<file path="config.mk">
export PLATFORM = sky130hd
export DESIGN_NAME = fdsc_ctrl
export DESIGN_NICKNAME = d
export VERILOG_FILES = /design/src/rtl/core/fdsc_pkg.sv /design/src/rtl/core/fdsc_ctrl.sv
export SDC_FILE = /design/constraint.sdc
export NUM_CORES = 1
export LEC_CHECK = 0
export ABC_AREA = 1
export CORE_MARGIN = 2
export CORE_UTILIZATION = 28
export DETAILED_ROUTE_END_ITERATION = 16
export DONT_BUFFER_PORTS = 1
export PLACE_DENSITY = 0.38
export SYNTH_ARGS = -nofsm -noshare
export SYNTH_HDL_FRONTEND = slang
export SYNTH_SLANG_ARGS = --single-unit
</file>
<file path="constraint.sdc">
create_clock -name clock -period 1.7 [get_ports clock]
set_input_delay 0.34 -clock clock [delete_from_list [all_inputs] [get_ports clock]]
set_output_delay 0.34 -clock clock [all_outputs]
set_load 0.02 [all_outputs]
</file>
<file path="src/rtl/core/fdsc_pkg.sv">
// Package for the fanout statistics core: sizes, codes and the
// command/status structs between controller and datapath. No dependencies.
package fdsc_pkg;

   localparam int MAX_ELEMENTS = 4096;
   localparam int DEGREE_BITS  = 16;

   localparam int ADDR_W  = $clog2(MAX_ELEMENTS);
   localparam int CNT_W   = ADDR_W + 1;
   localparam int FO_W    = (DEGREE_BITS < 16) ? DEGREE_BITS : 16;
   localparam int SUM_W   = FO_W + CNT_W;
   localparam int SQ_W    = (2 * FO_W + CNT_W > 64) ? 64 : 2 * FO_W + CNT_W;
   localparam int ACC_W   = 64;
   localparam int ROOT_W  = 32;
   localparam int DVS_W   = 2 * CNT_W;
   localparam int DVD_W   = ACC_W + 32;
   localparam int DIVC_W  = $clog2(DVD_W);
   localparam int THR_W   = 16;
   localparam int VAL_W   = 48;
   localparam int IDX_W   = 5;
   localparam int KIND_W  = 2;
   localparam int PORT_W  = 16;
   localparam int ENTRY_W = KIND_W + FO_W;

   localparam logic [THR_W-1:0] FIXED_DEFAULT = 16'd10;

   localparam logic [KIND_W-1:0] KIND_COMB  = 2'd0;
   localparam logic [KIND_W-1:0] KIND_SEQ   = 2'd1;
   localparam logic [KIND_W-1:0] KIND_PI    = 2'd2;
   localparam logic [KIND_W-1:0] KIND_CLOCK = 2'd3;

   // statistic groups: three kinds, overall, combinational fanin
   localparam logic [2:0] GRP_COMB    = 3'd0;
   localparam logic [2:0] GRP_SEQ     = 3'd1;
   localparam logic [2:0] GRP_PI      = 3'd2;
   localparam logic [2:0] GRP_OVERALL = 3'd3;
   localparam logic [2:0] GRP_FANIN   = 3'd4;
   localparam int         N_GROUPS    = 5;

   localparam logic [IDX_W-1:0] STAT_MAX   = 5'd0;
   localparam logic [IDX_W-1:0] STAT_AVG0  = 5'd1;
   localparam logic [IDX_W-1:0] STAT_AVGN  = 5'd5;
   localparam logic [IDX_W-1:0] STAT_DEV0  = 5'd6;
   localparam logic [IDX_W-1:0] STAT_DEVN  = 5'd10;
   localparam logic [IDX_W-1:0] STAT_HIGH0 = 5'd11;
   localparam logic [IDX_W-1:0] STAT_LAST  = 5'd16;

   localparam logic [3:0] MUL_LAST = 4'd8;

   typedef struct packed {
      logic             acc;
      logic             clr;
      logic             load;
      logic [2:0]       grp;
      logic             div_avg;
      logic             div_dev;
      logic             sqrt_go;
      logic             store_avg;
      logic             store_dev;
      logic             zero_avg;
      logic             zero_dev;
      logic             mul_go;
      logic [3:0]       mul_step;
      logic             scan_start;
      logic             scan_rd;
      logic             emit;
      logic [IDX_W-1:0] emit_idx;
   } cmd_type;

   typedef struct packed {
      logic n_zero;
      logic a_lt_b;
      logic div_done;
      logic sqrt_done;
      logic scan_end;
      logic out_free;
   } status_type;

endpackage

</file>
<file path="src/rtl/core/fdsc_ctrl.sv">
// Controller state machine: sequences loading, per-group statistics,
// the threshold scan and emission. Depends on fdsc_pkg.
module fdsc_ctrl (
   input  logic                    clock,
   input  logic                    reset,
   input  logic                    req_valid,
   input  logic                    req_last_element,
   input  fdsc_pkg::status_type    sts,
   output logic                    req_ready,
   output fdsc_pkg::cmd_type       cmd
);
   typedef enum logic [3:0] {
      ST_IDLE, ST_LOAD, ST_CHECK, ST_AVG_WAIT, ST_MUL, ST_MUL_DRAIN,
      ST_DEV_CHECK, ST_DEV_WAIT, ST_SQ_WAIT, ST_NEXT, ST_SCAN_INIT,
      ST_SCAN, ST_SCAN_DRAIN, ST_EMIT
   } state_type;

   state_type                    state_ff, state_in;
   logic [2:0]                   grp_ff, grp_in;
   logic [3:0]                   mstep_ff, mstep_in;
   logic [fdsc_pkg::IDX_W-1:0]   idx_ff, idx_in;

   always_comb begin
      state_in     = state_ff;
      grp_in       = grp_ff;
      mstep_in     = mstep_ff;
      idx_in       = idx_ff;
      cmd          = '0;
      cmd.grp      = grp_ff;
      cmd.mul_step = mstep_ff;
      cmd.emit_idx = idx_ff;
      case (state_ff)
         ST_IDLE: begin
            if (req_valid) begin
               cmd.acc = 1'b1;
               if (req_last_element) begin
                  grp_in   = fdsc_pkg::GRP_COMB;
                  state_in = ST_LOAD;
               end
            end
         end
         ST_LOAD: begin
            cmd.load = 1'b1;
            state_in = ST_CHECK;
         end
         ST_CHECK: begin
            if (sts.n_zero) begin
               cmd.zero_avg = 1'b1;
               cmd.zero_dev = 1'b1;
               state_in     = ST_NEXT;
            end else begin
               cmd.div_avg = 1'b1;
               state_in    = ST_AVG_WAIT;
            end
         end
         ST_AVG_WAIT: begin
            if (sts.div_done) begin
               cmd.store_avg = 1'b1;
               mstep_in      = '0;
               state_in      = ST_MUL;
            end
         end
         ST_MUL: begin
            cmd.mul_go = 1'b1;
            mstep_in   = mstep_ff + 1'b1;
            if (mstep_ff == fdsc_pkg::MUL_LAST) state_in = ST_MUL_DRAIN;
         end
         ST_MUL_DRAIN: begin
            state_in = ST_DEV_CHECK;
         end
         ST_DEV_CHECK: begin
            if (sts.a_lt_b) begin
               cmd.zero_dev = 1'b1;
               state_in     = ST_NEXT;
            end else begin
               cmd.div_dev = 1'b1;
               state_in    = ST_DEV_WAIT;
            end
         end
         ST_DEV_WAIT: begin
            if (sts.div_done) begin
               cmd.sqrt_go = 1'b1;
               state_in    = ST_SQ_WAIT;
            end
         end
         ST_SQ_WAIT: begin
            if (sts.sqrt_done) begin
               cmd.store_dev = 1'b1;
               state_in      = ST_NEXT;
            end
         end
         ST_NEXT: begin
            if (grp_ff == fdsc_pkg::GRP_FANIN) begin
               state_in = ST_SCAN_INIT;
            end else begin
               grp_in   = grp_ff + 1'b1;
               state_in = ST_LOAD;
            end
         end
         ST_SCAN_INIT: begin
            cmd.scan_start = 1'b1;
            state_in       = ST_SCAN;
         end
         ST_SCAN: begin
            if (sts.scan_end) state_in = ST_SCAN_DRAIN;
            else cmd.scan_rd = 1'b1;
         end
         ST_SCAN_DRAIN: begin
            idx_in   = fdsc_pkg::STAT_MAX;
            state_in = ST_EMIT;
         end
         ST_EMIT: begin
            if (sts.out_free) begin
               cmd.emit = 1'b1;
               idx_in   = idx_ff + 1'b1;
               if (idx_ff == fdsc_pkg::STAT_LAST) begin
                  cmd.clr  = 1'b1;
                  state_in = ST_IDLE;
               end
            end
         end
         default: begin
            state_in = ST_IDLE;
         end
      endcase
   end

   always_ff @(posedge clock) begin
      if (reset) begin
         state_ff <= ST_IDLE;
         grp_ff   <= '0;
         mstep_ff <= '0;
         idx_ff   <= '0;
      end else begin
         state_ff <= state_in;
         grp_ff   <= grp_in;
         mstep_ff <= mstep_in;
         idx_ff   <= idx_in;
      end
   end

   assign req_ready = (state_ff == ST_IDLE);
endmodule

</file>
* Yosys cells after proc, flatten, opt, wreduce, memory -nomap -nowiden
Cells that the tools add are included.
** Cells by class
- Eq/ne operators :: 26
- Multiplexer cells :: 46
- $add $sub $neg :: 3
- Reductions and logical operators :: 8
** Operators with widths (count)
- 4-bit case mux with 14 select lines :: 1
- 4-bit two-way mux :: 13
- 4-bit equality test, second input constant :: 7
- 1-bit two-way mux :: 23
- 2-bit inequality test, second input constant :: 10
- 4-bit by 3-bit equality test with 1-bit output, second input constant :: 4
- 5-bit case mux with 2 select lines :: 1
- 3-bit two-way mux :: 3
- 9-bit AND reduction :: 1
- 4-bit by 2-bit equality test with 1-bit output, second input constant :: 2
- 4-bit case mux with 2 select lines :: 1
- 3-bit case mux with 2 select lines :: 1
- 2-bit nonzero test :: 3
- 5-bit by 1-bit adder with 5-bit output, second input constant :: 1
- 5-bit equality test, second input constant :: 1
- 5-bit two-way mux :: 1
- 4-bit by 1-bit adder with 4-bit output, second input constant :: 1
- 4-bit by 1-bit equality test with 1-bit output, second input constant :: 1
- 4-bit zero test :: 1
- 2-bit AND reduction :: 2
- 4-bit AND reduction :: 1
- 3-bit by 1-bit adder with 3-bit output, second input constant :: 1
- 3-bit equality test, second input constant :: 1
- 2-bit two-way mux :: 1
- 1-bit case mux with 2 select lines :: 1
** Word-level totals
- Input bits :: 10
- Word-level logic and storage cells :: 87
- Output and inout port bits :: 27
- Bits in registers :: 16

* Depth between registers and ports, before layout
- Depth after elaboration :: 4
- Depth in mapped cells :: 9
- Mapped depth without buffers :: 9

* Worst setup path before layout
Ideal clock, no wire load.
- Kind :: reg2reg
- Start point :: reg grp_ff[0]
- End point :: reg state_ff[1]
- Data arrival time :: 1.276 ns
- Required time :: 1.585 ns
- Stages on the path, launching flop included :: 10
- Setup slack :: 0.309 ns
- Cells stage by stage :: dfxtp_1 > inv_1 > ha_1 > nand2_1 > nand3b_1 > nand2_1 > nor2_1 > nand2_1 > o21ai_0 > inv_1
** On the way
- Word-level cells in the longest chain between the ends :: 3
** Ends and longest elaborated chain
- start: declaration :: line fdsc_ctrl.sv:19 : logic [2:0] grp_ff, grp_in;
- start signal: assignment :: line fdsc_ctrl.sv:136 : grp_ff <= grp_in;
- 3-bit equality test :: line fdsc_ctrl.sv:93 : if (grp_ff == fdsc_pkg::GRP_FANIN) begin
- 4-bit two-way mux :: line fdsc_ctrl.sv:93
- 4-bit case mux with 14 select lines :: line fdsc_ctrl.sv:32 : case (state_ff)
- end signal: assignment :: line fdsc_ctrl.sv:135 : state_ff <= state_in;
- end: declaration :: line fdsc_ctrl.sv:18 : state_type state_ff, state_in;
Every way passes these cells.
A chain may end at the register's enable or synchronous reset.

==> metrics.yaml <==
root_buffer: "clkbuf_8"
worstHoldStart: "reset"
drt_iter0_drc: 44
synth_fp_nets: 209
tns_ns: 0
insertion_delay_ns: 0.25
synth-edff-count: 0
p_leak_nw: 0.736
syn_area_mm2: 0.00121
fin_area_mm2: 0.00146
ir_drop_mv: 0.440
diodes: 0
status: "finished clean"
dpl_cell_area_mm2: 0.00139
cp_cell_sequence: "nor2_2 -> nand2_1 -> nor2_2"
seq_area_frac_synth_pct: 26.4
r2r_cells: 9
synth_flop_cell: "dfxtp_1"
clk_pin_slew_ns: 0.06
fin_hold_ws_ns: 0.139
setup_viol: 0
cp_common_cell: "nor2_2"
r2r_end: "state_ff[1]$_SDFFE_PP0P_"
place.gp.congestion: 0.833
die_area_mm2: 0.00488
drive_gt1_share_pct: 23.8
syn_area_per_cell_um2: 6.29
dr.pass1.iters: 4
start_util_pct: 29.7
hpwl_mm: 2.58
die_w_um: 69.9
hold_violations: 0
final_cell_mix: "nand2_1, inv_1, nor2_1, nand3_1, buf_4"
die_y_um: 69.9
rows: 23
whs_endpoint: "state_ff[3]$_SDFFE_PP0P_"
arrival_ns: 1.30
h-tree-depth: 1
layout_commonest_cell: "nand2_1"
ys.warnings.count: 0
grt_pass1_wl_mm: 5.42
grt_usage_pct: 13.4
async_flop_share_pct: 0
drt_wl_total_mm: 3.18
power_density_mw_per_mm2: 879
port_buffers: 0
rrSetupSlack_ns: 0.26
relSlewSlack_pct: 79.5
cts_setup_buffers: 0
post-route-period-util_pct: 96.7
crit_path_end_kind: "primary output"
crit_type: "flip-flop to primary output"
grt-ovfl-total: 0
core-area_mm2: 0.00409
worst_path_max_delay_cell: "dfxtp_2"
nets: 228
synthToLayoutAreaGrowth_pct: 20.1
finalCriticalPeriod_ns: 1.64
ff_latch_area_um2: 327
detail-route-antenna-nets: 0
fillCellCount: 456
whs_path_depth: 1
tritoncts: "built"
numClockSinks: 16
fin_skew_ns: 0.00349
worstMarginPinSlew_ns: 0.308
max_freq_mhz: 609
route.detailed.drc: 0
cap_violations: 0
r2r_start: "grp_ff[0]$_SDFFE_PP0P_"
multi_input_comb_area_um2: 773
numCtsBuffers: 3
vias: 1204
cts_hold_buf: 0
antenna_found_initial: 0
wire_per_inst_um: 12.2
synth_cells: 193
pin_count: 37
startpoint: "state_ff[0]$_SDFFE_PP0P_"
hp-class: "input pin to flip-flop"
grt_max_degree: 9
grt_pass1_vias: 1214
ys_types: 22
cts_buffer_depth: 2
crit_fanout: 7
ys_ff_latch: 16
drt-vias-per-instance: 4.63
max_stage_delay_ns: 0.36
rsz0062_at_grt: "true"
required_ns: 1.36
drv_slew: 0
critPathLaunchType: "flip-flop"
## worst max path at each step
| stage | to | slack, ns | cells past startpoint |
|---|---|---|---|
| floorplan | state_ff[1]$_SDFFE_PP0P_ | 0.31 | 9 |
| global placement | cmd[25] | 0.21 | 3 |
| detailed placement | cmd[25] | 0.18 | 3 |
| CTS | cmd[25] | 0.02 | 3 |
| global route | cmd[25] | -0.03 | 3 |
| finish | cmd[25] | 0.06 | 3 |
## per-stage QoR
stage               total power [mW]  instances  util, %  setup WS, ns
floorplan                      0.856        193        -         0.309
global placement               0.976        257     33.9         0.213
detailed placement             0.978        257     33.9         0.184
CTS                             1.29        260     35.2        0.0198
global route                    1.39        260     35.7       -0.0289
finish                          1.28        260     35.7        0.0569
## routing by layer
layer	part of all wire, %	track usage [%]	vias up
met5	0	0	-
met4	0.35	1.92	0
met3	4.7	4.33	2
met2	49	23.5	20
met1	46	16.3	549
li1	-	-	633
## power breakdown
part	internal, mW	leakage [nW]	switching, mW	total [mW]
Sequential	0.413	0.131	0.0426	0.455
Combinational	0.161	0.583	0.373	0.534
Clock	0.157	0.0216	0.136	0.293
## flip-flops by register name, summed over array words and instances, names as in the netlist
signal    count
mstep_ff      4
state_ff      4
idx_ff        5
grp_ff        3
## what timing repair did
action,CTS,global route
pin swaps,0,0
resized for setup,4,8
endpoints found under the setup margin,4,11
## cells in the mapped netlist (2+ instances only)
cell type   n  share of area (%)
nand2_1    47                 15
inv_1      33                 10
nor2_1     23                7.1
nand3_1    17                7.0
dfxtp_1    16                 26
a21oi_1    12                4.9
ha_1        6                6.2
o21ai_0     6                2.5
inv_2       5                1.5
nand3_2     4                3.3
nor3_2      4                3.3
nand2_2     3                1.5
nor2_2      3                1.5
nor2_4      3                2.8
xor2_1      3                2.2
nand3b_1    2                1.2
## critical path: cells and delay by family, from the launching register on
kind          cells  cell delay (ns)
flops             1             0.36
simple gates      3             0.70
## cells by family after synthesis
family          synth area share (%)
flops                           26.4
xor+xnor                        2.16
buf+inv                         12.0
compound gates                  10.5
simple gates                    42.7
fa+ha+maj                       6.18
## cell type report
cell class | count | share of cell area [%]
multi-input cells | 138 | 53.0
inverters | 38 | 9.78
well taps | 50 | 4.29
repair buffers | 15 | 7.72
clock buffers | 3 | 2.83
flip-flops and latches | 16 | 22.4
No activity file was read; power rests on OpenSTA's default activity.
